`config.mk`:
```
export PLATFORM = sky130hd
export DESIGN_NAME = glc_ram
export DESIGN_NICKNAME = d
export VERILOG_FILES = /design/src/rtl/glc_ram.sv
export SDC_FILE = /design/constraint.sdc
export NUM_CORES = 2
export LEC_CHECK = 0
export BUFFER_PORTS_ARGS = -buffer_cell sky130_fd_sc_hd__buf_2
export CORE_ASPECT_RATIO = 0.9
export CORE_UTILIZATION = 40
export DETAILED_ROUTE_END_ITERATION = 6
export GPL_ROUTABILITY_DRIVEN = 0
export PLACE_DENSITY = 0.61
export SLEW_MARGIN = 20
export SYNTH_ARGS = -nofsm -noshare
export SYNTH_HDL_FRONTEND = slang
export SYNTH_SLANG_ARGS = --single-unit
export TNS_END_PERCENT = 30
```
`constraint.sdc`:
```
create_clock -name clk_i -period 4 [get_ports clk_i]
set_input_delay 0.4 -clock clk_i [delete_from_list [all_inputs] [get_ports clk_i]]
set_output_delay 0.4 -clock clk_i [all_outputs]
set_load 0.01 [all_outputs]
```
`src/rtl/glc_ram.sv`:
```
// ----------------------------------------------------------------------------
// glc_ram: generic simple dual-port RAM
// One write port, one read port with registered read data.
// ----------------------------------------------------------------------------
module glc_ram #(
  parameter int Width = 16,
  parameter int Depth = 256
) (
  input  logic                     clk_i,
  input  logic                     we_i,
  input  logic [$clog2(Depth)-1:0] waddr_i,
  input  logic [Width-1:0]         wdata_i,
  input  logic [$clog2(Depth)-1:0] raddr_i,
  output logic [Width-1:0]         rdata_o
);

  logic [Width-1:0] mem_q [Depth];

  always_ff @(posedge clk_i) begin
    if (we_i) begin
      mem_q[waddr_i] <= wdata_i;
    end
    rdata_o <= mem_q[raddr_i];
  end

endmodule

```
# ---- Yosys cells after proc, flatten, opt, wreduce, memory -nomap -nowiden
# Memory sizes are Yosys's and may differ from the RTL's. A register that Yosys moved wholly into a read port is not among the register bits.
# Index checks and enable logic that the tools add are counted.
# W data, S select, Z words.
dict set report totals {
  elab_cells 3
  mem_count 1
  regBits 0
  out_inout_bits 16
  ram_bits 4096
  input_bits 34
}
dict set report op_classes {
  muxes 2
}
# memory depth word_bits read_ports rd_ports_with_merged_regs wr line_no
set memory_table {}
lappend memory_table {mem_q 256 16 1 1 1 17} ;# logic [Width-1:0] mem_q [Depth];
# cell n
set ops {}
lappend ops {{$mux W1} 2}

# ---- Logic depth before layout (Yosys ltp)
dict set report logic_depth {
  depth_word 2
  depth_mapped 12
  depth_no_buf 6
}

# ---- Worst setup path after synthesis
# Ideal clock, no wire load.
dict set report synth_path {
  path_kind {input port to flip-flop}
  startpoint {in waddr_i[3]}
  endpoint {mem mem_q[235][0], enable pin}
  path_stages 6
  setup_slack_ns 1.435
  n_path_buf 3
  arrival_time_ns 2.177
  setup_time_ns 0.388
  required_ns 3.612
  path_cell_list {clkbuf_1 nor2b_1 clkbuf_1 nand4_1 clkbuf_1 nor2_1}
}
# element line_no
set synth_rtl {}
lappend synth_rtl {{from (decl)} 11} ;# input logic [$clog2(Depth)-1:0] waddr_i,
lappend synth_rtl {{to (decl)} 17}
# Straight into the memory's write port.

==> results by group <==
Global routing
  – First-pass GRT wire length: 604 mm
  – Largest net degree at the start of global routing: 139
  – Vias in the first global route: ~79000
  – Initial antenna violation count: 30
  – GRT Residual Overflow: 0
  – Total global-route track usage: 0.211

Synthesis
  – Ys flop type: edfxtp_1
  – Post-Synthesis Cells: 7360
  – Synthesized cell area: between 150000 and 200000 um^2
  – Synth unique cells: 52
  – Register bit total from synthesis: between 4000 and 5000
  – EDFF count, synth: about 4000
  – Ys Warns: 0
  – Largest cells by area after synthesis: edfxtp_1 (77%), mux4_2 (11%), mux2i_1 (3.6%)
  – Yosys top cell area share: 0.775
  – Post-Synthesis Net Count: 7394
  – Commonest cells in the netlist: edfxtp_1 (4096), mux4_2 (797), mux2i_1 (565)
  – Count leader, synth: edfxtp_1
  – Avg Inst Size Synth: 21.6 um^2
  – Largest area contributor in the netlist: edfxtp_1
  – Ys async rst share: 0
  – Sequential area share after synthesis: 0.777

Detailed routing
  – Pre-antenna DRT Iters: 6
  – Final ANT Viol Nets: 0
  – Per-cell routed wire length: 31.2 um
  – DR vias/cell: 5.84
  – Post-Route WL: 427 mm
  – DR iter-0 viols: 10563
  – Total number of vias: 79910
  – Drt drc: 0

Place
  – Port bufs: 49
  – HPWL after detailed placement: 260 mm
  – Placed cells: about 13000
  – Placed inst area: 169000 um^2

STA
  – Clock Skew: between 0.05 and 0.06 ns
  – FMAX: 296 MHz
  – Final Hold Vio Count: 0
  – Max Slew Vio Count: 0
  – Aggregate negative setup slack: 0 ns
  – Final setup fails: 0
  – Slew Limit Headroom: 0.147
  – Hold Slack: approximately 0.04 ns
  – Final worst-path cycle share: 0.843
  – Actual slew at the worst max-slew pin: 1.28 ns
  – Unrepaired setup endpoints after global routing: no
  – Post-layout min period: around 3.4 ns

CTS
  – Clock buffer depth: 4
  – Clock Pin Slew Worst Setup and Hold Paths: 0.06 ns
  – Htree depth: 5
  – TritonCTS buffer count: 414
  – TritonCTS clock tree: yes
  – Clock latency on the worst-skew pair: roughly 0.98 ns
  – Post-CTS sizing: 0
  – Clock tree root buffer cell: clkbuf_16
  – CTS sink count: ~4000

Hold path
  – Min-delay src: wdata_i[10]
  – HP Class: in2reg

Floorplanning
  – I/O pin count: 50
  – Area of the core: 395000 um^2
  – Initial cell density of the core: 0.402
  – DIE WIDTH: 666 um
  – # rows: 219
  – Die footprint: around 400000 um^2
  – Die height: 600 um

Critical path
  – Worst Path Required: 4.83 ns
  – Worst r2r src: mem_q[51][5]
  – Crit. Startpoint: mem_q[51][5]
  – Worst setup EP type: flop
  – Critical path class: reg2reg
  – CP max FO: 1
  – Worst setup SP type: flop
  – Worst Path Arrival: 4.20 ns

Final layout
  – Synthesis-to-finish area growth: 15.1%
  – Non-Filler Instances: ~14000
  – Post-route cell area: 183000 um^2
  – Fraction of layout cells with a size suffix above 1: 0.269
  – Nets: between 8000 and 9000

Status
  – Status: complete, no violations

Pwr
  – IR drop worst, VDD: 0.364 mV
  – Static Leakage: 0.0580 uW
  – Power per cell area: just under 500 nW/um^2

Flow run
  – # Max-Cap Violations: 0
area by class of cell:
cell class / count / area, um^2
Multi-Input combinational cell: 2792 / 33000
Timing Repair Buffer: 685 / 6390
Clock inverter: 255 / 2390
Sequential cell: 4112 / 123000
Fill cell: 32608 / 212000
Antenna cell: 19 / 47.5
Inverter: 4 / 27.5
Tap cell: 5304 / 6640
Clock buffer: 511 / 10900
per-layer routing:
| layer | vias up | global-route usage | wire length [um] |
|---|---|---|---|
| met4 | 2 | 0.0627 | 14100 |
| met3 | 649 | 0.0389 | 36500 |
| met1 | 42887 | 0.299 | 175000 |
| met2 | 3692 | 0.334 | 201000 |
| li1 | 32680 | - | - |
| met5 | - | 0 | 13 |
registers in the layout, summed over array words and instances (netlist names):
name,count
mem_q,4096
rdata_o,16
cell usage in the layout, fill, tap and decap left out, types with 28 or more instances in the layout:
| cell | netlist | layout |
|---|---|---|
| a21oi_1 | 175 | 175 |
| a221oi_1 | 28 | 28 |
| a22o_1 | 32 | 32 |
| a22oi_1 | 43 | 43 |
| buf_12 | 5 | 91 |
| buf_2 | 76 | 28 |
| buf_4 | 26 | 536 |
| bufinv_16 | 0 | 38 |
| clkbuf_1 | 230 | 88 |
| clkbuf_16 | 0 | 421 |
| clkinv_1 | 0 | 93 |
| clkinv_2 | 0 | 89 |
| edfxtp_1 | 4096 | 4096 |
| mux2_2 | 88 | 88 |
| mux2i_1 | 565 | 565 |
| mux4_2 | 797 | 797 |
| nand2_1 | 38 | 38 |
| nor2_1 | 304 | 231 |
| nor2_2 | 0 | 73 |
| nor3_1 | 92 | 90 |
| o21ai_0 | 37 | 36 |
| o221ai_1 | 252 | 252 |
| o22ai_1 | 148 | 148 |
per-stage QoR:
step,total power (uW),worst slack (ns),utilization
finish,90400,0.627,0.462
CTS,90900,0.691,0.462
global placement,53000,-0.247,0.428
detailed placement,53100,-0.276,0.428
global route,92600,0.717,0.462
floorplan,50800,1.44,-
where the power goes:
part | switching (uW) | leakage, uW | total [uW] | internal (uW)
registers | 94.9 | 0.0369 | 47600 | 47500
clock network | 16300 | 0.00652 | 38100 | 21800
logic | 3000 | 0.0145 | 4640 | 1650
total | 19400 | 0.0580 | 90400 | 71000
cell families (layout without fill, tap and decap cells):
group / after synthesis / after routing / share of synthesized area
muxes: 1450 / 1450 / 0.155
DFF: 4112 / 4112 / 0.777
AOI/OAI and AO/OA: 786 / 786 / 0.0354
and+or+nand+nor: 556 / 556 / 0.0157
buffers and inverters: 456 / 1455 / 0.0169
other: 0 / 19 / 0
critical path: stages (launching register included):
cell	delay, ns
edfxtp_1	0.36
mux4_2	0.50
mux4_2	0.53
a22o_1	0.43
o32ai_1	1.07
buf_4	0.25
nor4_1	0.05
what timing repair did:
| item | in CTS | in global routing |
|---|---|---|
| endpoints found under the hold margin | 209 | 0 |
| buffers inserted | 0 | 0 |
| hold buffers | 10 | 0 |
path summary, 6_finish.rpt:
path | endpoint | slack (ns) | cells after the start
worst min register to register | rdata_o[7] | 1.08 | 6
worst max register to register | rdata_o[5] | 0.63 | 6
worst min-delay path | mem_q[78][10] | 0.04 | 1
worst max-delay path | rdata_o[5] | 0.63 | 6
Power figures use the tool's default switching activity.
