File: src/rtl/glc_pkg.sv
// ----------------------------------------------------------------------------
// glc_pkg: shared definitions for the gate-scaled LSTM cell
// Sizes, item codes, ring cell control and the activation point tables.
// ----------------------------------------------------------------------------
package glc_pkg;

  localparam int HiddenSize  = 32;
  localparam int InputSize   = 32;
  localparam int DataWidth   = 16;
  localparam int NumGates    = 4;
  localparam int GateRows    = NumGates * HiddenSize;
  localparam int RowLen      = InputSize + HiddenSize;
  localparam int WeightDepth = GateRows * RowLen;
  localparam int BiasDepth   = 2 * GateRows;
  localparam int ActWidth    = 14;

  typedef enum logic [2:0] {
    OP_WEIGHT = 3'd0,
    OP_BIAS   = 3'd1,
    OP_HIDDEN = 3'd2,
    OP_CELL   = 3'd3,
    OP_INPUT  = 3'd4
  } opcode_e;

  typedef enum logic [1:0] {
    CFG_SCALE_I = 2'd0,
    CFG_SCALE_F = 2'd1,
    CFG_SCALE_G = 2'd2,
    CFG_SCALE_O = 2'd3
  } cfg_index_e;

  typedef struct packed {
    logic shift;
    logic load_h;
    logic load_c;
  } cell_ctrl_t;

  // sigmoid(m/4) in Q2.12 for m = 0..32
  function automatic logic signed [ActWidth-1:0] sig_mag(input logic [5:0] m);
    logic signed [ActWidth-1:0] v;
    case (m)
      6'd0:  v = 14'sd2048;
      6'd1:  v = 14'sd2303;
      6'd2:  v = 14'sd2550;
      6'd3:  v = 14'sd2782;
      6'd4:  v = 14'sd2994;
      6'd5:  v = 14'sd3184;
      6'd6:  v = 14'sd3349;
      6'd7:  v = 14'sd3490;
      6'd8:  v = 14'sd3608;
      6'd9:  v = 14'sd3705;
      6'd10: v = 14'sd3785;
      6'd11: v = 14'sd3850;
      6'd12: v = 14'sd3902;
      6'd13: v = 14'sd3943;
      6'd14: v = 14'sd3976;
      6'd15: v = 14'sd4002;
      6'd16: v = 14'sd4022;
      6'd17: v = 14'sd4038;
      6'd18: v = 14'sd4051;
      6'd19: v = 14'sd4061;
      6'd20: v = 14'sd4069;
      6'd21: v = 14'sd4075;
      6'd22: v = 14'sd4079;
      6'd23: v = 14'sd4083;
      6'd24: v = 14'sd4086;
      6'd25: v = 14'sd4088;
      6'd26: v = 14'sd4090;
      6'd27: v = 14'sd4091;
      6'd28: v = 14'sd4092;
      6'd29: v = 14'sd4093;
      6'd30: v = 14'sd4094;
      6'd31: v = 14'sd4094;
      default: v = 14'sd4095;
    endcase
    return v;
  endfunction

  // tanh(m/4) in Q2.12; saturated at one from m = 20 up
  function automatic logic signed [ActWidth-1:0] tanh_mag(input logic [5:0] m);
    logic signed [ActWidth-1:0] v;
    case (m)
      6'd0:  v = 14'sd0;
      6'd1:  v = 14'sd1003;
      6'd2:  v = 14'sd1893;
      6'd3:  v = 14'sd2602;
      6'd4:  v = 14'sd3119;
      6'd5:  v = 14'sd3475;
      6'd6:  v = 14'sd3707;
      6'd7:  v = 14'sd3856;
      6'd8:  v = 14'sd3949;
      6'd9:  v = 14'sd4006;
      6'd10: v = 14'sd4041;
      6'd11: v = 14'sd4062;
      6'd12: v = 14'sd4076;
      6'd13: v = 14'sd4084;
      6'd14: v = 14'sd4089;
      6'd15: v = 14'sd4091;
      6'd16: v = 14'sd4093;
      6'd17: v = 14'sd4094;
      6'd18: v = 14'sd4095;
      6'd19: v = 14'sd4095;
      default: v = 14'sd4096;
    endcase
    return v;
  endfunction

  // table point k sits at -8 + k/4
  function automatic logic signed [ActWidth-1:0] sig_point(input logic [6:0] k);
    logic [6:0] m;
    if (k >= 7'd32) begin
      m = k - 7'd32;
      return sig_mag(m[5:0]);
    end
    m = 7'd32 - k;
    return 14'sd4096 - sig_mag(m[5:0]);
  endfunction

  function automatic logic signed [ActWidth-1:0] tanh_point(input logic [6:0] k);
    logic [6:0] m;
    if (k >= 7'd32) begin
      m = k - 7'd32;
      return tanh_mag(m[5:0]);
    end
    m = 7'd32 - k;
    return -tanh_mag(m[5:0]);
  endfunction

  function automatic logic signed [DataWidth-1:0] sat16(input logic signed [31:0] v);
    if (v > 32'sd32767) begin
      return 16'sh7fff;
    end
    if (v < -32'sd32768) begin
      return 16'sh8000;
    end
    return v[DataWidth-1:0];
  endfunction

endpackage

File: src/rtl/glc_act.sv
// ----------------------------------------------------------------------------
// glc_act: piecewise-linear sigmoid / tanh
// 64 segments over [-8, 8), linear interpolation, registered result.
// ----------------------------------------------------------------------------
module glc_act
  import glc_pkg::*;
(
  input  logic                        clk_i,
  input  logic signed [DataWidth-1:0] z_i,
  input  logic                        tanh_i,
  output logic signed [DataWidth-1:0] y_o
);

  logic [DataWidth-1:0]         u;
  logic [6:0]                   k0, k1;
  logic signed [ActWidth-1:0]   t0, t1;
  logic signed [ActWidth:0]     d;
  logic signed [10:0]           frac;
  logic signed [25:0]           p, pr;
  logic signed [DataWidth-1:0]  y_d;

  always_comb begin
    u    = {~z_i[DataWidth-1], z_i[DataWidth-2:0]};
    k0   = {1'b0, u[15:10]};
    k1   = k0 + 7'd1;
    t0   = tanh_i ? tanh_point(k0) : sig_point(k0);
    t1   = tanh_i ? tanh_point(k1) : sig_point(k1);
    d    = {t1[ActWidth-1], t1} - {t0[ActWidth-1], t0};
    frac = $signed({1'b0, u[9:0]});
    p    = d * frac;
    pr   = p + 26'sd512;
    y_d  = {{2{t0[ActWidth-1]}}, t0} + pr[25:10];
  end

  always_ff @(posedge clk_i) begin
    y_o <= y_d;
  end

endmodule

File: config.mk
export PLATFORM = sky130hd
export DESIGN_NAME = glc_act
export DESIGN_NICKNAME = d
export VERILOG_FILES = /design/src/rtl/glc_pkg.sv /design/src/rtl/glc_act.sv
export SDC_FILE = /design/constraint.sdc
export NUM_CORES = 1
export LEC_CHECK = 0
export BUFFER_PORTS_ARGS = -buffer_cell sky130_fd_sc_hd__buf_4
export CORE_MARGIN = 2
export CORE_UTILIZATION = 25
export CTS_CLUSTER_SIZE = 40
export DETAILED_ROUTE_END_ITERATION = 6
export GPL_TIMING_DRIVEN = 0
export PLACE_DENSITY = 0.36
export SYNTH_ARGS = -nofsm -noshare
export SYNTH_HDL_FRONTEND = slang
export SYNTH_SLANG_ARGS = --single-unit
File: constraint.sdc
create_clock -name clk_i -period 23 [get_ports clk_i]
set_clock_uncertainty 0.2 [all_clocks]
set_input_delay 2.3 -clock clk_i [delete_from_list [all_inputs] [get_ports clk_i]]
set_output_delay 2.3 -clock clk_i [all_outputs]
set_load 0.1 [all_outputs]
# == Yosys cells after proc, flatten, opt, wreduce, memory -nomap -nowiden ==
# Memory sizes are Yosys's and may differ from the RTL's.
# Cells that the tools add are included.
# op_classes
muxes,24
mul,1
order_cmp,2
n_addsub,12
n_bitwise,1
# op_table
cell,n
$mux W14,22
$neg A14 Y14,2
$sub A14 B14 Y14 const A,2
$add A26 B11 Y26 const B,1
$mul A15 B11 Y26,1
$add A16 B16 Y16,1
$sub A14 B14 Y15,1
$sub A6 B6 Y6 const A,2
$sub A6 B6 Y6 const B,2
$add A6 B1 Y7 const B,1
$ge A7 B6 Y1 const B,1
$ge A6 B6 Y1 const B,1
$mux W1,2
$not A1 Y1,1
# totals
mem_count,8
regBits,16
out_inout_bits,16
elab_cells,49
mem_bits_ro,3072
in_bits,18
# memory_table
name,depth,width,read_ports,rd_ports_with_merged_regs,wr,line_no,source
(no name shown),32,13,1,0,0,glc_pkg.sv:82,case (m)
(no name shown),32,13,1,0,0,glc_pkg.sv:82,
(no name shown),32,13,1,0,0,glc_pkg.sv:82,
(no name shown),32,13,1,0,0,glc_pkg.sv:82,
(no name shown),32,11,1,0,0,glc_pkg.sv:41,case (m)
(no name shown),32,11,1,0,0,glc_pkg.sv:41,
2 more memories,n/a,n/a,n/a,n/a,n/a,n/a,

# == Depth between registers and ports, before layout ==
# An unclocked memory read counts as a cell.
# logic_depth
depth_word,13
mapped_depth,58
mapped_depth_nobuf,53

# == Worst setup path after synthesis ==
# OpenSTA, ideal clock, no wires.
# synth_path
path_type,input to register
start,input z_i[10]
end,register y_o[14]
setup_slack_ns,9.004
required_ns,22.728
path_stages,53
path_buffers,6
t_arrival_ns,13.724
path_cell_list,ha_1 -> clkbuf_1 -> inv_1 -> clkbuf_1 -> ha_1 -> inv_1 -> clkbuf_1 -> ha_1 -> clkbuf_1 -> clkbuf_1 -> nand2_1 -> a21oi_1 -> clkbuf_1 -> nand3_1 -> ha_1 -> nor3b_2 -> or3_1 -> a21oi_1 -> [... 17 more ...] -> fa_1 -> inv_1 -> ha_1 -> nand2_1 -> nor2_1 -> a211oi_1 -> o21ai_0 -> nand2_1 -> nand2b_1 -> xor2_1 -> ha_1 -> a21oi_1 -> o21ai_0 -> a211o_1 -> a2111oi_0 -> o31ai_1 -> a21oi_1 -> xnor2_1
# synth_between
elab_chain_cells,12
word_cells_on_any_way,47
# synth_rtl
element,line_no,source
from (decl),glc_act.sv:9,"input logic signed [DataWidth-1:0] z_i,"
$add A6 B1 Y7,glc_act.sv:25,k1 = k0 + 7'd1;
$sub A6 B6 Y6,"glc_pkg.sv:115, glc_pkg.sv:125",
$mem_v2 Z32 W11 or $mem_v2 Z32 W13 (tied branches),n/a,
"$mux W14, on equally long branches","glc_pkg.sv:41, glc_pkg.sv:82",
"$mux W14, on equally long branches","glc_pkg.sv:115, glc_pkg.sv:125",
$sub A14 B14 Y14 or $neg A14 Y14 (tied branches),"glc_pkg.sv:116, glc_pkg.sv:126",
"$mux W14, on equally long branches","glc_pkg.sv:115, glc_pkg.sv:125",
$mux W14,glc_act.sv:27,t1 = tanh_i ? tanh_point(k1) : sig_point(k1);
$sub A14 B14 Y15,glc_act.sv:28,"d = {t1[ActWidth-1], t1} - {t0[ActWidth-1], t0};"
$mul A15 B11 Y26,glc_act.sv:30,p = d * frac;
$add A26 B11 Y26,glc_act.sv:31,pr = p + 26'sd512;
$add A16 B16 Y16 *,glc_act.sv:32,"y_d = {{2{t0[ActWidth-1]}}, t0} + pr[25:10];"
net y_d[14],glc_act.sv:20,logic signed [DataWidth-1:0] y_d;
to (signal assigned),glc_act.sv:36,y_o <= y_d;
to (decl),glc_act.sv:11,output logic signed [DataWidth-1:0] y_o
# Mark *: on every way through the listed nets, which the timed path passes. The rest lies on a longest branch. The select of a mux whose other input is x is not followed.

# == Worst setup path after layout ==
# layout_path
start,input z_i[11]
end,register y_o[14]
# Same word-level chain as after synthesis.

==> impl_metrics.tcl <==
set metrics [dict create \
    hold_end "y_o[15]" \
    timing.setup.tns_ns 0 \
    timing.fmax_ghz 0.0562 \
    postRouteAntennaNets 0 \
    async_reset_ff_share_pct 0 \
    crit_type "input pin to register" \
    routed-via-count 12300 \
    hold_path_depth 5 \
    pin_count 34 \
    cts_max_level 1 \
    post_drt_wl_per_cell_um 21.3 \
    hold_class "input pin to register" \
    clk_pin_slew_ns 0.06 \
    synth_nets 1971 \
    drt_iter0_drc 922 \
    ys_seq_elements 16 \
    cts_tree "done" \
    rsz0062_at_grt "false" \
    antenna_found_initial 1 \
    cts_made_buffers 3 \
    routed-wl-met3_um 2520 \
    fp.coreArea_sq_um 49200 \
    routed_wl_um 51000 \
    yosys.area.top_type "fa_1" \
    crit_path_frequent_cell "ha_1" \
    grt_pass1_wl_um 78900 \
    synth-edff-count 0 \
    fin_nets 2007 \
    drv_slew 0 \
    wirelength_met1_um 25400 \
    cts-resized-gates 0 \
    hold_violations 0 \
    crit_slowest_cell "xor2_1" \
    firstDrtPassIters 5 \
    outcome "complete, no violations" \
    cp.required_ns 22.99 \
    initial_utilization_pct 25.4 \
    area_growth_pct 9.24 \
    min_period_ns 17.79 \
    die_w_um 228 \
    synth.distinct_cells 97 \
    die_area_sq_um 51800 \
    largest_reg_flops 16 \
    cpPeakStageDelay_ns 0.88 \
    grt.overflow.total 0 \
    grt_start_max_net_pins 15 \
    synthTopCellsByCount "inv_1, nand2_1, fa_1" \
    yosys_warnings 0 \
    grt_usage_pct 20.1 \
    cp_max_fo 12 \
    reg_top3 "y_o x16" \
    grt_pass1_vias 12300 \
    remaining_drc_errors 0 \
    final_layout_size_suffix_gt1_share_pct 6.18 \
    ctsHoldBuffers 0 \
    timing.final.crit_share_pct 77.3 \
    highest_layer "met4" \
    syn_area_per_cell_sq_um 7.36 \
    clockRootBuffer "clkbuf_16" \
    place_congestion 0.911 \
    worst_pin_slew_ns 1.22 \
    crit_path_start_kind "input pin" \
    met2_length_um 22400 \
    hp-start "z_i[15]" \
    crit_path_start "z_i[11]" \
    dp_hpwl_um 41600 \
    num_rows 81 \
    ys_seq_area_share_pct 2.56 \
    fillers 5489 \
    synth.most_common_cell "inv_1" \
    synth_top_area_share_pct 22.1 \
    port_buffers 31 \
    synthCells 1697 \
    critPathArrivalTime_ns 17.78 \
    syn_area_sq_um 12500 \
    endpoint_kind "register" \
    regMostFlops "y_o" \
    slew_headroom_pct 18.3 \
    vias_per_cell 5.15 \
    setup_viol 0 \
    max-cap-violations 0 \
    cts_sinks 16 \
    clockBufferDepth 2 \
    synth_area_leaders "fa_1, ha_1, inv_1" \
    die_h_um 228 \
    synthFlopType "dfxtp_1" \
    post-cts-setup-buffer-count 0 \
]
metal layers:
metal  up-vias  track usage [%]
li1       5842                -
met1      6070             30.6
met2       383             31.3
met3        39             1.55
met4         0             2.89
met5         -                0
logic make-up after synthesis:
kind of cell | count (synthesis) | synth area share, %
AND/OR/NAND/NOR | 577 | 22.9
XOR/XNOR | 78 | 5.77
adder cells (fa/ha/maj) | 256 | 33.9
flip-flops | 16 | 2.56
buffers and inverters | 321 | 10.1
multiplexers | 19 | 1.94
AO/OA/AOI/OAI | 430 | 22.8
placed cells by master, fill, tap and decap left out, drive strengths merged, types with 14 or more instances in the layout:
master	count
o211ai	23
and3	15
xnor2	57
buf	60
dfxtp	16
nand2	177
nor2b	32
a211oi	23
xor2	21
o22ai	14
nand2b	22
inv	219
ha	118
and2	61
a31oi	18
a21o	17
a21boi	20
o21ai	105
nor2	131
nor3	42
clkbuf	75
a21oi	111
nand3	36
fa	138
per-stage QoR:
step	area, sq um	utilization (%)	hold WS (ns)	setup slack, ns	cells
3_3_place_gp	13600	27.6	2.60	4.72	2392
2_1_floorplan	12500	-	2.69	9.00	1697
4_1_cts	13600	27.8	2.70	5.16	2396
3_5_place_dp	13600	27.6	2.60	4.93	2392
6_report	13600	27.8	2.69	5.21	2397
5_1_grt	13600	27.8	2.77	3.95	2396
layout make-up:
type,count,area [sq um],share of cell area (%)
multi-input cells,1360,10900,79.9
well taps,664,831,6.09
inverters,221,830,6.08
plain buffers,100,433,3.17
flip-flops and latches,16,320,2.35
repair buffers,31,233,1.71
clock buffers,4,88.8,0.651
diodes,1,2.50,0.0183
worst max-delay path by stage:
stage	endpoint	slack [ns]	cells past startpoint
after floorplan	y_o[14]	9.00	53
after global placement	y_o[14]	4.72	52
after detailed placement	y_o[14]	4.93	52
after CTS	y_o[14]	5.16	52
after global routing	y_o[14]	3.95	52
final	y_o[14]	5.21	51
critical path: cells and delay by family:
kind	cells	cell delay [ns]
fa+ha+maj	12	4.80
compound gates	14	4.12
buf+inv	13	3.56
simple gates	10	1.94
xor+xnor	2	1.02
Power is not shown: default switching activity piles up to over one toggle a cycle in this logic, so the estimate is an artifact.
