`src/rtl/glc_pkg.sv`:
```
// ----------------------------------------------------------------------------
// glc_pkg: shared definitions for the gate-scaled LSTM cell
// Sizes, item codes, ring cell control and the activation point tables.
// ----------------------------------------------------------------------------
package glc_pkg;

  localparam int HiddenSize  = 32;
  localparam int InputSize   = 32;
  localparam int DataWidth   = 16;
  localparam int NumGates    = 4;
  localparam int GateRows    = NumGates * HiddenSize;
  localparam int RowLen      = InputSize + HiddenSize;
  localparam int WeightDepth = GateRows * RowLen;
  localparam int BiasDepth   = 2 * GateRows;
  localparam int ActWidth    = 14;

  typedef enum logic [2:0] {
    OP_WEIGHT = 3'd0,
    OP_BIAS   = 3'd1,
    OP_HIDDEN = 3'd2,
    OP_CELL   = 3'd3,
    OP_INPUT  = 3'd4
  } opcode_e;

  typedef enum logic [1:0] {
    CFG_SCALE_I = 2'd0,
    CFG_SCALE_F = 2'd1,
    CFG_SCALE_G = 2'd2,
    CFG_SCALE_O = 2'd3
  } cfg_index_e;

  typedef struct packed {
    logic shift;
    logic load_h;
    logic load_c;
  } cell_ctrl_t;

  // sigmoid(m/4) in Q2.12 for m = 0..32
  function automatic logic signed [ActWidth-1:0] sig_mag(input logic [5:0] m);
    logic signed [ActWidth-1:0] v;
    case (m)
      6'd0:  v = 14'sd2048;
      6'd1:  v = 14'sd2303;
      6'd2:  v = 14'sd2550;
      6'd3:  v = 14'sd2782;
      6'd4:  v = 14'sd2994;
      6'd5:  v = 14'sd3184;
      6'd6:  v = 14'sd3349;
      6'd7:  v = 14'sd3490;
      6'd8:  v = 14'sd3608;
      6'd9:  v = 14'sd3705;
      6'd10: v = 14'sd3785;
      6'd11: v = 14'sd3850;
      6'd12: v = 14'sd3902;
      6'd13: v = 14'sd3943;
      6'd14: v = 14'sd3976;
      6'd15: v = 14'sd4002;
      6'd16: v = 14'sd4022;
      6'd17: v = 14'sd4038;
      6'd18: v = 14'sd4051;
      6'd19: v = 14'sd4061;
      6'd20: v = 14'sd4069;
      6'd21: v = 14'sd4075;
      6'd22: v = 14'sd4079;
      6'd23: v = 14'sd4083;
      6'd24: v = 14'sd4086;
      6'd25: v = 14'sd4088;
      6'd26: v = 14'sd4090;
      6'd27: v = 14'sd4091;
      6'd28: v = 14'sd4092;
      6'd29: v = 14'sd4093;
      6'd30: v = 14'sd4094;
      6'd31: v = 14'sd4094;
      default: v = 14'sd4095;
    endcase
    return v;
  endfunction

  // tanh(m/4) in Q2.12; saturated at one from m = 20 up
  function automatic logic signed [ActWidth-1:0] tanh_mag(input logic [5:0] m);
    logic signed [ActWidth-1:0] v;
    case (m)
      6'd0:  v = 14'sd0;
      6'd1:  v = 14'sd1003;
      6'd2:  v = 14'sd1893;
      6'd3:  v = 14'sd2602;
      6'd4:  v = 14'sd3119;
      6'd5:  v = 14'sd3475;
      6'd6:  v = 14'sd3707;
      6'd7:  v = 14'sd3856;
      6'd8:  v = 14'sd3949;
      6'd9:  v = 14'sd4006;
      6'd10: v = 14'sd4041;
      6'd11: v = 14'sd4062;
      6'd12: v = 14'sd4076;
      6'd13: v = 14'sd4084;
      6'd14: v = 14'sd4089;
      6'd15: v = 14'sd4091;
      6'd16: v = 14'sd4093;
      6'd17: v = 14'sd4094;
      6'd18: v = 14'sd4095;
      6'd19: v = 14'sd4095;
      default: v = 14'sd4096;
    endcase
    return v;
  endfunction

  // table point k sits at -8 + k/4
  function automatic logic signed [ActWidth-1:0] sig_point(input logic [6:0] k);
    logic [6:0] m;
    if (k >= 7'd32) begin
      m = k - 7'd32;
      return sig_mag(m[5:0]);
    end
    m = 7'd32 - k;
    return 14'sd4096 - sig_mag(m[5:0]);
  endfunction

  function automatic logic signed [ActWidth-1:0] tanh_point(input logic [6:0] k);
    logic [6:0] m;
    if (k >= 7'd32) begin
      m = k - 7'd32;
      return tanh_mag(m[5:0]);
    end
    m = 7'd32 - k;
    return -tanh_mag(m[5:0]);
  endfunction

  function automatic logic signed [DataWidth-1:0] sat16(input logic signed [31:0] v);
    if (v > 32'sd32767) begin
      return 16'sh7fff;
    end
    if (v < -32'sd32768) begin
      return 16'sh8000;
    end
    return v[DataWidth-1:0];
  endfunction

endpackage

```
`src/rtl/glc_cell.sv`:
```
// ----------------------------------------------------------------------------
// glc_cell: one hidden unit of the state ring
// Holds one hidden and one cell element, shifts toward the head.
// ----------------------------------------------------------------------------
module glc_cell
  import glc_pkg::*;
(
  input  logic                        clk_i,
  input  logic                        rst_ni,
  input  cell_ctrl_t                  ctrl_i,
  input  logic signed [DataWidth-1:0] load_val_i,
  input  logic signed [DataWidth-1:0] h_nbr_i,
  input  logic signed [DataWidth-1:0] c_nbr_i,
  output logic signed [DataWidth-1:0] h_o,
  output logic signed [DataWidth-1:0] c_o
);

  logic signed [DataWidth-1:0] h_q, h_d, c_q, c_d;

  always_comb begin
    h_d = h_q;
    c_d = c_q;
    if (ctrl_i.shift) begin
      h_d = h_nbr_i;
      c_d = c_nbr_i;
    end else begin
      if (ctrl_i.load_h) begin
        h_d = load_val_i;
      end
      if (ctrl_i.load_c) begin
        c_d = load_val_i;
      end
    end
  end

  always_ff @(posedge clk_i or negedge rst_ni) begin
    if (!rst_ni) begin
      h_q <= '0;
      c_q <= '0;
    end else begin
      h_q <= h_d;
      c_q <= c_d;
    end
  end

  assign h_o = h_q;
  assign c_o = c_q;

endmodule

```
`config.mk`:
```
export PLATFORM = sky130hd
export DESIGN_NAME = glc_cell
export DESIGN_NICKNAME = d
export VERILOG_FILES = /design/src/rtl/glc_pkg.sv /design/src/rtl/glc_cell.sv
export SDC_FILE = /design/constraint.sdc
export NUM_CORES = 1
export LEC_CHECK = 0
export BUFFER_PORTS_ARGS = -buffer_cell sky130_fd_sc_hd__buf_2
export CELL_PAD_IN_SITES_DETAIL_PLACEMENT = 1
export CELL_PAD_IN_SITES_GLOBAL_PLACEMENT = 1
export CORE_MARGIN = 2
export CORE_UTILIZATION = 23
export DETAILED_ROUTE_END_ITERATION = 16
export PLACE_DENSITY = 0.63
export SLEW_MARGIN = 20
export SYNTH_ARGS = -nofsm -noshare
export SYNTH_HDL_FRONTEND = slang
export SYNTH_SLANG_ARGS = --single-unit
```
`constraint.sdc`:
```
create_clock -name clk_i -period 0.8 [get_ports clk_i]
set_input_delay 0.16 -clock clk_i [delete_from_list [all_inputs] [get_ports clk_i]]
set_output_delay 0.16 -clock clk_i [all_outputs]
set_load 0.01 [all_outputs]
```
After elaboration in Yosys (flattened, before gate mapping) --
Cells that the tools add are included.
Storage, ports and cells: memory bits (read-only) 0, memories 0, latch bits 0, memory bits (writable) 0, input port bits 53, output and inout port bits 32, flip-flop bits (word level) 32
Cells by class: $add $sub $neg 0, shift-type cells 0, bitwise operators 0, reduce and logical (&&, ||, !) cells 2, divide/modulo/power cells 0, multiplexer cells 4, equality and inequality tests 0, multiply operators 0, $lt $le $gt $ge 0
Operators by type and width (number):
- 2-to-1 mux 16 bit | 4
- nonzero test 2 bit | 2

Depth between registers and ports, before layout --
Gate-level depths: netlist (run 1).
depth in word-level cells 2, depth in mapped cells 4

Worst setup path after synthesis (run 1) --
No wires, ideal clock.
path kind in2reg, from input ctrl_i[0] in the netlist's numbering, to register c_q[8] (netlist: c_o[8]), arrival 0.673 ns, path slack 0.007 ns, required time 0.680 ns, path buffers 2, stages 4, cells stage by stage buf_6 > buf_12 > mux2i_1 > o21ai_2
Between the ends: cells in the longest elaborated chain, start to end 1
RTL lines:
- start: declaration | line glc_cell.sv:10 | input cell_ctrl_t ctrl_i,
- nonzero test 2 bit (no line)
- end signal: assignment | line glc_cell.sv:39 | c_q <= '0;
- end signal: assignment | line glc_cell.sv:42 | c_q <= c_d;
- end: declaration | line glc_cell.sv:18 | logic signed [DataWidth-1:0] h_q, h_d, c_q, c_d;
No other way between the ends. A chain may end at the register's enable or synchronous reset.

Final worst setup path (run 1) --
from register c_q[14] (netlist: c_o[14]), to output c_o[14]
RTL lines:
- end: declaration | line glc_cell.sv:15 | output logic signed [DataWidth-1:0] c_o
No word-level cell between the ends.

==> results of run 1 <==
-- per-layer routing --
layer	routed length [um]	GRT usage	up-vias
met4	31	0.0346	0
met3	266	0.0311	5
met2	1980	0.200	49
met5	0	0	-
met1	1870	0.157	627
li1	-	-	672
-- per-stage QoR --
| stage | setup TNS, ns | hold WS (ns) | cell area [um^2] | power (mW) | std cells |
|---|---|---|---|---|---|
| floorplan | 0 | -0.136 | 1500 | 2.26 | 139 |
| global placement | -1.04 | 0.135 | 2050 | 2.68 | 296 |
| detailed placement | -1.48 | 0.139 | 2050 | 2.69 | 296 |
| CTS | -5.57 | 0.0815 | 2210 | 4.05 | 312 |
| global route | -6.95 | 0.0979 | 2260 | 4.25 | 317 |
| finish | -5.03 | 0.0923 | 2260 | 4.00 | 317 |
-- sequential cells by signal, summed over array words and instances (netlist names) --
| signal | flops |
|---|---|
| c_o | 16 |
| h_o | 16 |
-- placed cells by master (no fill, tap or decap), types with 3 or more instances in the layout --
| cell type | instances |
|---|---|
| nand2_1 | 32 |
| mux2i_1 | 31 |
| o21ai_0 | 6 |
| buf_12 | 6 |
| buf_4 | 13 |
| clkbuf_8 | 6 |
| buf_6 | 3 |
| buf_2 | 81 |
| o21ai_1 | 25 |
| dfrtp_1 | 32 |
-- cell families after synthesis --
group / share of synthesized area
flops: 0.532
simple gates: 0.0799
buf+inv: 0.0657
compound gates: 0.109
mux: 0.213
-- cells in the mapped netlist --
library cell  instances
buf_12                2
buf_2                 5
buf_4                 1
buf_6                 2
clkbuf_1              1
dfrtp_1              32
mux2i_1              32
nand2_1              32
o21ai_0              10
o21ai_1              21
o21ai_2               1
-- power by group --
part | internal, mW | switching (mW) | leakage (nW)
logic | 0.479 | 0.423 | 0.769
clock network | 0.701 | 0.548 | 0.0455
registers | 1.77 | 0.0820 | 0.386
total | 2.95 | 1.05 | 1.20
-- cell type report --
cell class | count | area (um^2)
repair buffers | 104 | 667
fillers | 766 | 4090
multi-input cells | 96 | 608
flip-flops and latches | 32 | 801
well taps | 77 | 96.3
clock buffers | 8 | 90.1
-- final timing paths --
path	end	cells past startpoint	start
max in group asynchronous	h_o[14]	3	rst_ni
min in group asynchronous	c_o[4]	3	rst_ni
worst max-delay path	c_o[14]	1	c_o[14]
worst min-delay path	c_o[1]	3	c_nbr_i[1]
worst min register to register	h_o[6]	2	h_o[6]
worst max register to register	c_o[13]	3	c_o[13]
-- timing repair --
item / in CTS / in global routing
buffers inserted: 7 / 5
endpoints found under the setup margin: 32 / 39
hold buffers: 1 / 0
gates cloned: 0 / 0
resized for setup: 3 / 5
endpoints found under the hold margin: 32 / 0
==> flow_metrics.py, run 1 <==
metrics = {
    "yosys": {
        "yosysUniqueCellTypes": 11,
        "synth_nets": 192,
        "syn_area_um2": 1500,
        "yosys.area.top_type": "dfrtp_1",
        "synth_warnings": 0,
        "yosysSeqAreaShare": 0.532,
        "syn_inst": 139,
        "synth.avg_cell_area_um2": 10.8,
        "synth_top_area_frac": 0.532,
        "ys_ff_latch": 32,
        "synth.area.top_cells": "dfrtp_1 (53%), mux2i_1 (21%), nand2_1 (8.0%), o21ai_1 (7.0%), o21ai_0 (3.3%)",
    },
    "setup_path": {
        "critPathArrivalTime_ns": 0.80,
        "path_delay_family": "flip-flops",
        "worst_path_max_delay_cell": "dfrtp_1",
        "r2r_slack_ns": -0.06,
        "end_kind": "output pin",
        "path_cells": "buf_2",
        "path_buf_inv": 1,
        "critPathMaxStageDelay_ns": 0.39,
        "cp_max_fo": 2,
        "critPathLaunchType": "flip-flop",
        "path_class": "reg2out",
        "worst_ep_required_time_ns": 0.64,
    },
    "pwr": {
        "powerDensity_nw_per_um2": 1770,
        "vdd_drop_max_mv": 0.962,
        "p_leak_nw": 1.20,
    },
    "floorplan": {
        "coreArea_um2": 6350,
        "die_x_um": 84.9,
        "rows": 29,
        "die_y_um": 84.9,
        "initial_utilization": 0.237,
        "ios": 85,
        "die-area_um2": 7200,
    },
    "placement": {
        "portBuffers": 84,
        "place_congestion": 0.701,
        "dp_slack_ns": -0.0778,
        "hpwlAfterDp_um": 3120,
    },
    "clock_tree": {
        "htree_num_levels": 2,
        "clkTransAtPathRegs_ns": 0.06,
        "cts.sinks": 32,
        "numCtsBuffers": 5,
        "clockBufferDepth": 2,
        "cts_tree": "built",
        "clk_latency_ns": 0.27,
        "root_buffer": "clkbuf_8",
    },
    "finish": {
        "area_delta_synth_final_pct": 50.4,
        "drive_above_1_share": 0.463,
        "layout.nets": 292,
        "post-route-util": 0.356,
        "antenna_cells": 0,
    },
    "timing": {
        "setup_violations": 44,
        "tightest_slew_ns": 0.208,
        "setup_ws_ns": -0.164,
        "rsz0062_at_grt": "yes",
        "finalCriticalPeriod_ns": 0.964,
        "slew_headroom": 0.860,
        "final_max_slew_viol_count": 0,
        "fmax_ghz": 1.04,
        "min_period_over_period": 1.20,
        "hold_viol_final": 0,
        "finalClockSkew_ns": 0,
    },
    "route": {
        "antenna_left": 0,
        "drtPass1Iterations": 2,
        "vias_per_cell": 4.27,
        "drc_errors": 0,
        "drt_iter0_drc": 11,
        "drt-total-wl_um": 4150,
        "wl_per_cell_um": 13.1,
        "vias": 1353,
    },
    "global_route": {
        "grt_pass1_vias": 1518,
        "grt-ovfl-total": 0,
        "grt_pass1_wl_um": 7000,
        "grtUsageTotal": 0.121,
        "grt_max_degree": 34,
        "antenna_found_initial": 0,
    },
    "status": {
        "outcome": "finished with violations",
        "violations": "negative setup slack",
    },
    "hold_path": {
        "hold_path.class": "in2reg",
    },
    "run": {
        "maxCapViolations": 0,
    },
}
(Power assumes the default switching activity.)
==> run 2, diff against run 1 <==
Settings changed: ABC_AREA set to 1, PLACE_DENSITY 0.63 to 0.65.
==> run 2 against run 1 <==
  * The run still ends with negative setup slack left
  * Final cell count is 13% higher
  * Maximum frequency shrank 3.0%
  * Non-clock buffer count increased by 7
  * Synthesized cell count increased by 27%
==> flow_metrics.py, run 2 <==
metrics = {
    "status": {
        "outcome": "finished with violations",
        "violations": "negative setup slack",
    },
    "setup_path": {
        "worst_path_max_delay_cell": "dfrtp_1",
        "cp_max_fo": 2,
        "worst_ep_required_time_ns": 0.64,
        "critPathLaunchType": "flip-flop",
        "reg2reg_from": "h_o[9]",
        "path_delay_family": "flip-flops",
        "critPathMaxStageDelay_ns": 0.41,
        "path_class": "reg2out",
        "end_kind": "output pin",
        "path_buf_inv": 1,
        "r2r_slack_ns": -0.08,
        "path_cells": "buf_2",
        "rr_worst_depth": 4,
        "critPathArrivalTime_ns": 0.83,
        "r2r_end": "h_o[9]",
    },
    "timing": {
        "finalCriticalPeriod_ns": 0.994,
        "min_period_over_period": 1.24,
        "slew_headroom": 0.818,
        "finalClockSkew_ns": 0,
        "tightest_slew_ns": 0.274,
        "final_max_slew_viol_count": 0,
        "setup_ws_ns": -0.194,
        "rsz0062_at_grt": "yes",
        "hold_viol_final": 0,
        "setup_violations": 33,
        "fmax_ghz": 1.01,
    },
    "global_route": {
        "grt_pass1_vias": 1748,
        "grt-ovfl-total": 0,
        "grt_max_degree": 33,
        "grtUsageTotal": 0.149,
        "antenna_found_initial": 0,
        "grt_pass1_wl_um": 8460,
    },
    "placement": {
        "place_congestion": 0.763,
        "hpwlAfterDp_um": 3790,
        "place_area_um2": 2050,
        "dp_slack_ns": -0.192,
        "placed_cells_incl_taps": 333,
        "portBuffers": 84,
    },
    "floorplan": {
        "ios": 85,
        "die-area_um2": 7250,
        "coreArea_um2": 6350,
        "initial_utilization": 0.239,
        "rows": 29,
        "die_x_um": 85.2,
        "die_y_um": 85.2,
    },
    "yosys": {
        "synth_commonest_cells": "nand2_1 (64), nand3_1 (64), dfrtp_1 (32)",
        "synth_nets": 229,
        "ys_ff_latch": 32,
        "synth.area.top_cells": "dfrtp_1 (53%), nand3_1 (21%), nand2_1 (16%), buf_6 (4.5%), nor2_8 (2.6%)",
        "syn_area_um2": 1520,
        "synth.avg_cell_area_um2": 8.61,
        "synthFlopType": "dfrtp_1",
        "synth_top_area_frac": 0.528,
        "yosys.area.top_type": "dfrtp_1",
        "syn_inst": 176,
        "yosysSeqAreaShare": 0.528,
        "async_flop_share": 1.00,
        "synth_enable_flop_cells": 0,
        "synth_warnings": 0,
        "yosysUniqueCellTypes": 8,
    },
    "clock_tree": {
        "cts_tree": "built",
        "cts.sinks": 32,
        "clockBufferDepth": 2,
        "clkTransAtPathRegs_ns": 0.07,
        "clk_latency_ns": 0.28,
        "numCtsBuffers": 5,
        "root_buffer": "clkbuf_8",
        "htree_num_levels": 2,
    },
    "route": {
        "antenna_left": 0,
        "drt-total-wl_um": 5080,
        "vias_per_cell": 4.47,
        "wl_per_cell_um": 14.1,
        "drtPass1Iterations": 4,
        "vias": 1606,
        "drt_iter0_drc": 43,
        "drc_errors": 0,
    },
    "hold_path": {
        "min_path_cells": 3,
        "min-delay-start": "c_nbr_i[14]",
        "holdPathEnd": "c_o[14]",
        "hold_path.class": "in2reg",
    },
    "pwr": {
        "vdd_drop_max_mv": 0.591,
        "p_sw_mw": 1.16,
        "p_leak_nw": 1.25,
        "power_frac_seq": 0.452,
        "power_frac_comb": 0.232,
        "sw_frac_of_total": 0.285,
        "p_int_mw": 2.93,
        "power_mw": 4.09,
        "powerDensity_nw_per_um2": 1770,
        "clkPwrFrac": 0.316,
    },
    "finish": {
        "final_common_cell": "buf_2",
        "post-route-util": 0.365,
        "instances_no_fill": 359,
        "area_delta_synth_final_pct": 52.8,
        "stdcell_area_um2": 2320,
        "layout.nets": 334,
        "drive_above_1_share": 0.447,
        "layout_common_cells": "buf_2 (82), nand3_1 (62), nand2_1 (61)",
        "antenna_cells": 0,
    },
    "run": {
        "maxCapViolations": 0,
    },
}
-- run 2: cell types whose count changed in the layout (fill, tap and decap cells not counted), moves of 3 or more --
cell	before	now
buf_4	13	20
mux2i_1	31	0
nand2_1	32	61
nand2_2	0	3
nand3_1	0	62
o21ai_0	6	0
o21ai_1	25	0
-- run 2: worst max path at each step --
stage	from	endpoint	slack [ns]	cells after the start
after floorplan	ctrl_i[2]	c_o[10]	0.06	5
after global placement	ctrl_i[2]	h_o[14]	-0.17	5
after detailed placement	ctrl_i[2]	h_o[8]	-0.19	5
after CTS	h_o[12]	h_o[12]	-0.21	1
after global routing	h_o[12]	h_o[12]	-0.23	1
final	h_o[12]	h_o[12]	-0.19	1
-- run 2: stage by stage --
step	TNS, ns	hold slack, ns
finish	-5.13	0.0919
floorplan	0	-0.136
global placement	-4.67	0.134
CTS	-5.56	0.0849
detailed placement	-5.23	0.137
global route	-6.25	0.0989
-- run 2: logic make-up after synthesis --
group                  after synthesis  synth area share
buffers and inverters               14            0.0751
and+or+nand+nor                    130             0.396
DFF                                 32             0.528
-- run 2: timing repair --
action	4_1_cts	5_1_grt
endpoints found under the hold margin	32	0
hold buffers	1	0
gates resized for setup	3	6
buffers inserted	11	8
setup endpoints to repair	32	35
pin swaps	0	1
-- run 2: power by group through the flow --
stage               logic, mW  registers [mW]  clock network, mW
finish                  0.948            1.85               1.29
floorplan               0.303            1.95                  0
CTS                     0.914            1.85               1.36
global route             1.06            1.87               1.39
global placement        0.809            1.88                  0
detailed placement      0.820            1.88                  0
-- run 2: worst min-delay path, cell delays in order --
cell and delay, ns:
buf_2 0.07, nand2_1 0.04, nand3_1 0.06
-- run 2: layout make-up --
type	count	area, um^2
timing repair buffer	111	704
sequential	32	801
inverter	1	3.75
fill	799	4030
tap	77	96.3
clock buffer	6	82.6
multi-input combinational	130	618
clock inverter	2	10.0
-- run 2: layer usage --
metal / routed length (um) / GRT usage / vias up
met5: 0 / 0 / -
met4: 61 / 0.0390 / 0
met3: 304 / 0.0311 / 7
met2: 2510 / 0.256 / 49
met1: 2200 / 0.189 / 759
li1: - / - / 791
==> run 3, diff against run 2 <==
Settings changed: CTS_CLUSTER_DIAMETER set to 80, PLACE_DENSITY 0.65 to 0.63, TNS_END_PERCENT set to 10.
Clock period 0.8 ns to 1 ns, I/O delays scaled along.
==> run 3 against run 2 <==
  * The run still ends with negative setup slack left
  * Combinational power decreased by 32%
  * Global-route usage decreased by 0.44 points
  * Clock-buffer cell count increased by 2
  * Sequential share of layout area increased by 2.9 points
  * Non-clock buffer count decreased by 17
  * Core utilization decreased by 2.8 points
  * Critical path type unchanged
  * Die area unchanged
  * Wire length decreased by 2.6%
  * Critical endpoint is now c_o[13]
  * Highest routed layer unchanged
==> flow_metrics.py, run 3 (synthesis results as in run 2) <==
metrics = {
    "setup_path": {
        "path_buf_inv": 1,
        "path_delay_family": "flip-flops",
        "worst_path_max_delay_cell": "dfrtp_1",
        "end_kind": "output pin",
        "reg2reg_from": "c_o[5]",
        "critPathMaxStageDelay_ns": 0.39,
        "critPathArrivalTime_ns": 0.81,
        "path_cells": "buf_2",
        "r2r_slack_ns": 0.24,
        "cp_max_fo": 2,
        "critPathLaunchType": "flip-flop",
        "worst_ep_required_time_ns": 0.80,
        "critPathLaunch": "c_o[13]",
        "path_class": "reg2out",
    },
    "clock_tree": {
        "root_buffer": "clkbuf_8",
        "clk_latency_ns": 0.27,
        "htree_num_levels": 2,
        "cts_tree": "built",
        "numCtsBuffers": 5,
        "clkTransAtPathRegs_ns": 0.07,
        "clockBufferDepth": 2,
        "cts.sinks": 32,
    },
    "route": {
        "vias_per_cell": 4.48,
        "drt-total-wl_um": 4950,
        "wl_per_cell_um": 14.5,
        "drt_iter0_drc": 28,
        "antenna_left": 0,
        "vias": 1531,
        "drc_errors": 0,
        "drtPass1Iterations": 4,
    },
    "pwr": {
        "powerDensity_nw_per_um2": 1470,
        "sw_frac_of_total": 0.280,
        "clkPwrFrac": 0.326,
        "vdd_drop_max_mv": 0.438,
        "p_leak_nw": 1.14,
        "p_sw_uw": 881,
        "power_frac_comb": 0.204,
        "p_int_mw": 2.27,
        "power_mw": 3.15,
        "power_frac_seq": 0.470,
    },
    "floorplan": {
        "die-area_um2": 7250,
        "rows": 29,
        "ios": 85,
        "coreArea_um2": 6350,
        "initial_utilization": 0.239,
        "die_x_um": 85.2,
        "die_y_um": 85.2,
    },
    "run": {
        "maxCapViolations": 0,
    },
    "placement": {
        "portBuffers": 84,
        "hpwlAfterDp_um": 3770,
        "place_congestion": 0.731,
        "place_area_um2": 2010,
        "dp_slack_ns": 0.00382,
    },
    "global_route": {
        "grt-ovfl-total": 0,
        "grt_pass1_wl_um": 8190,
        "grt_pass1_vias": 1672,
        "grtUsageTotal": 0.144,
        "grt_max_degree": 33,
        "antenna_found_initial": 0,
    },
    "timing": {
        "fmax_ghz": 0.988,
        "slew_headroom": 0.825,
        "final_max_slew_viol_count": 0,
        "finalClockSkew_ns": 0,
        "setup_ws_ns": -0.0124,
        "rsz0062_at_grt": "yes",
        "hold_viol_final": 0,
        "hold_slack_ns": 0.136,
        "tightest_slew_ns": 0.263,
        "finalCriticalPeriod_ns": 1.01,
        "min_period_over_period": 1.01,
        "setup_violations": 5,
    },
    "status": {
        "outcome": "finished with violations",
        "violations": "negative setup slack",
    },
    "finish": {
        "layout_common_cells": "buf_2 (82), nand2_1 (64), nand3_1 (64)",
        "layout.nets": 317,
        "antenna_cells": 0,
        "area_delta_synth_final_pct": 41.2,
        "stdcell_area_um2": 2140,
        "drive_above_1_share": 0.385,
        "final_common_cell": "buf_2",
    },
    "hold_path": {
        "min-delay-start": "c_nbr_i[3]",
        "hold_path.class": "in2reg",
    },
}
==> run 3: routing by layer <==
| metal | vias up | GRT usage | share of wire |
|---|---|---|---|
| met5 | - | 0 | 0 |
| met4 | 0 | 0.0346 | 0.0030 |
| met3 | 2 | 0.0360 | 0.066 |
| met2 | 52 | 0.254 | 0.50 |
| met1 | 717 | 0.176 | 0.43 |
| li1 | 760 | - | - |
==> run 3: path summary, 6_finish.rpt <==
kind | end | depth (start not counted)
min in group asynchronous | c_o[7] | 3
max reg2reg | c_o[5] | 3
min reg2reg | h_o[0] | 2
max in group asynchronous | c_o[15] | 3
min | c_o[3] | 3
max | c_o[13] | 1
==> run 3: tightest hold or removal path: cells and delay by family <==
| family | cells | cell delay (ns) |
|---|---|---|
| buf+inv | 1 | 0.07 |
| simple gates | 2 | 0.10 |
==> run 3: repair_timing <==
action,in CTS,in global routing
buffers inserted,0,2
hold buffers,1,0
gates resized for setup,0,2
endpoints found under the hold margin,32,0
setup endpoints to repair,32,32
==> run 3: layout make-up <==
| cell class | instances | area, um^2 |
|---|---|---|
| fill | 804 | 4210 |
| multi-input combinational | 130 | 601 |
| timing repair buffer | 94 | 548 |
| sequential | 32 | 801 |
| inverter | 1 | 3.75 |
| clock buffer | 8 | 90.1 |
| tap | 77 | 96.3 |
==> run 3: power by group through the flow <==
stage | Sequential (mW) | Combinational [mW] | Clock (mW)
6_report | 1.48 | 0.642 | 1.03
3_3_place_gp | 1.50 | 0.626 | 0
3_5_place_dp | 1.51 | 0.636 | 0
4_1_cts | 1.48 | 0.641 | 1.09
5_1_grt | 1.50 | 0.723 | 1.14
2_1_floorplan | 1.56 | 0.242 | 0
==> run 3: through the flow <==
stage | std cells | utilization | TNS, ns
CTS | 340 | 0.333 | -0.484
floorplan | 176 | - | 0
global route | 342 | 0.337 | -1.11
finish | 342 | 0.337 | -0.0315
detailed placement | 331 | 0.317 | 0
global placement | 331 | 0.317 | 0
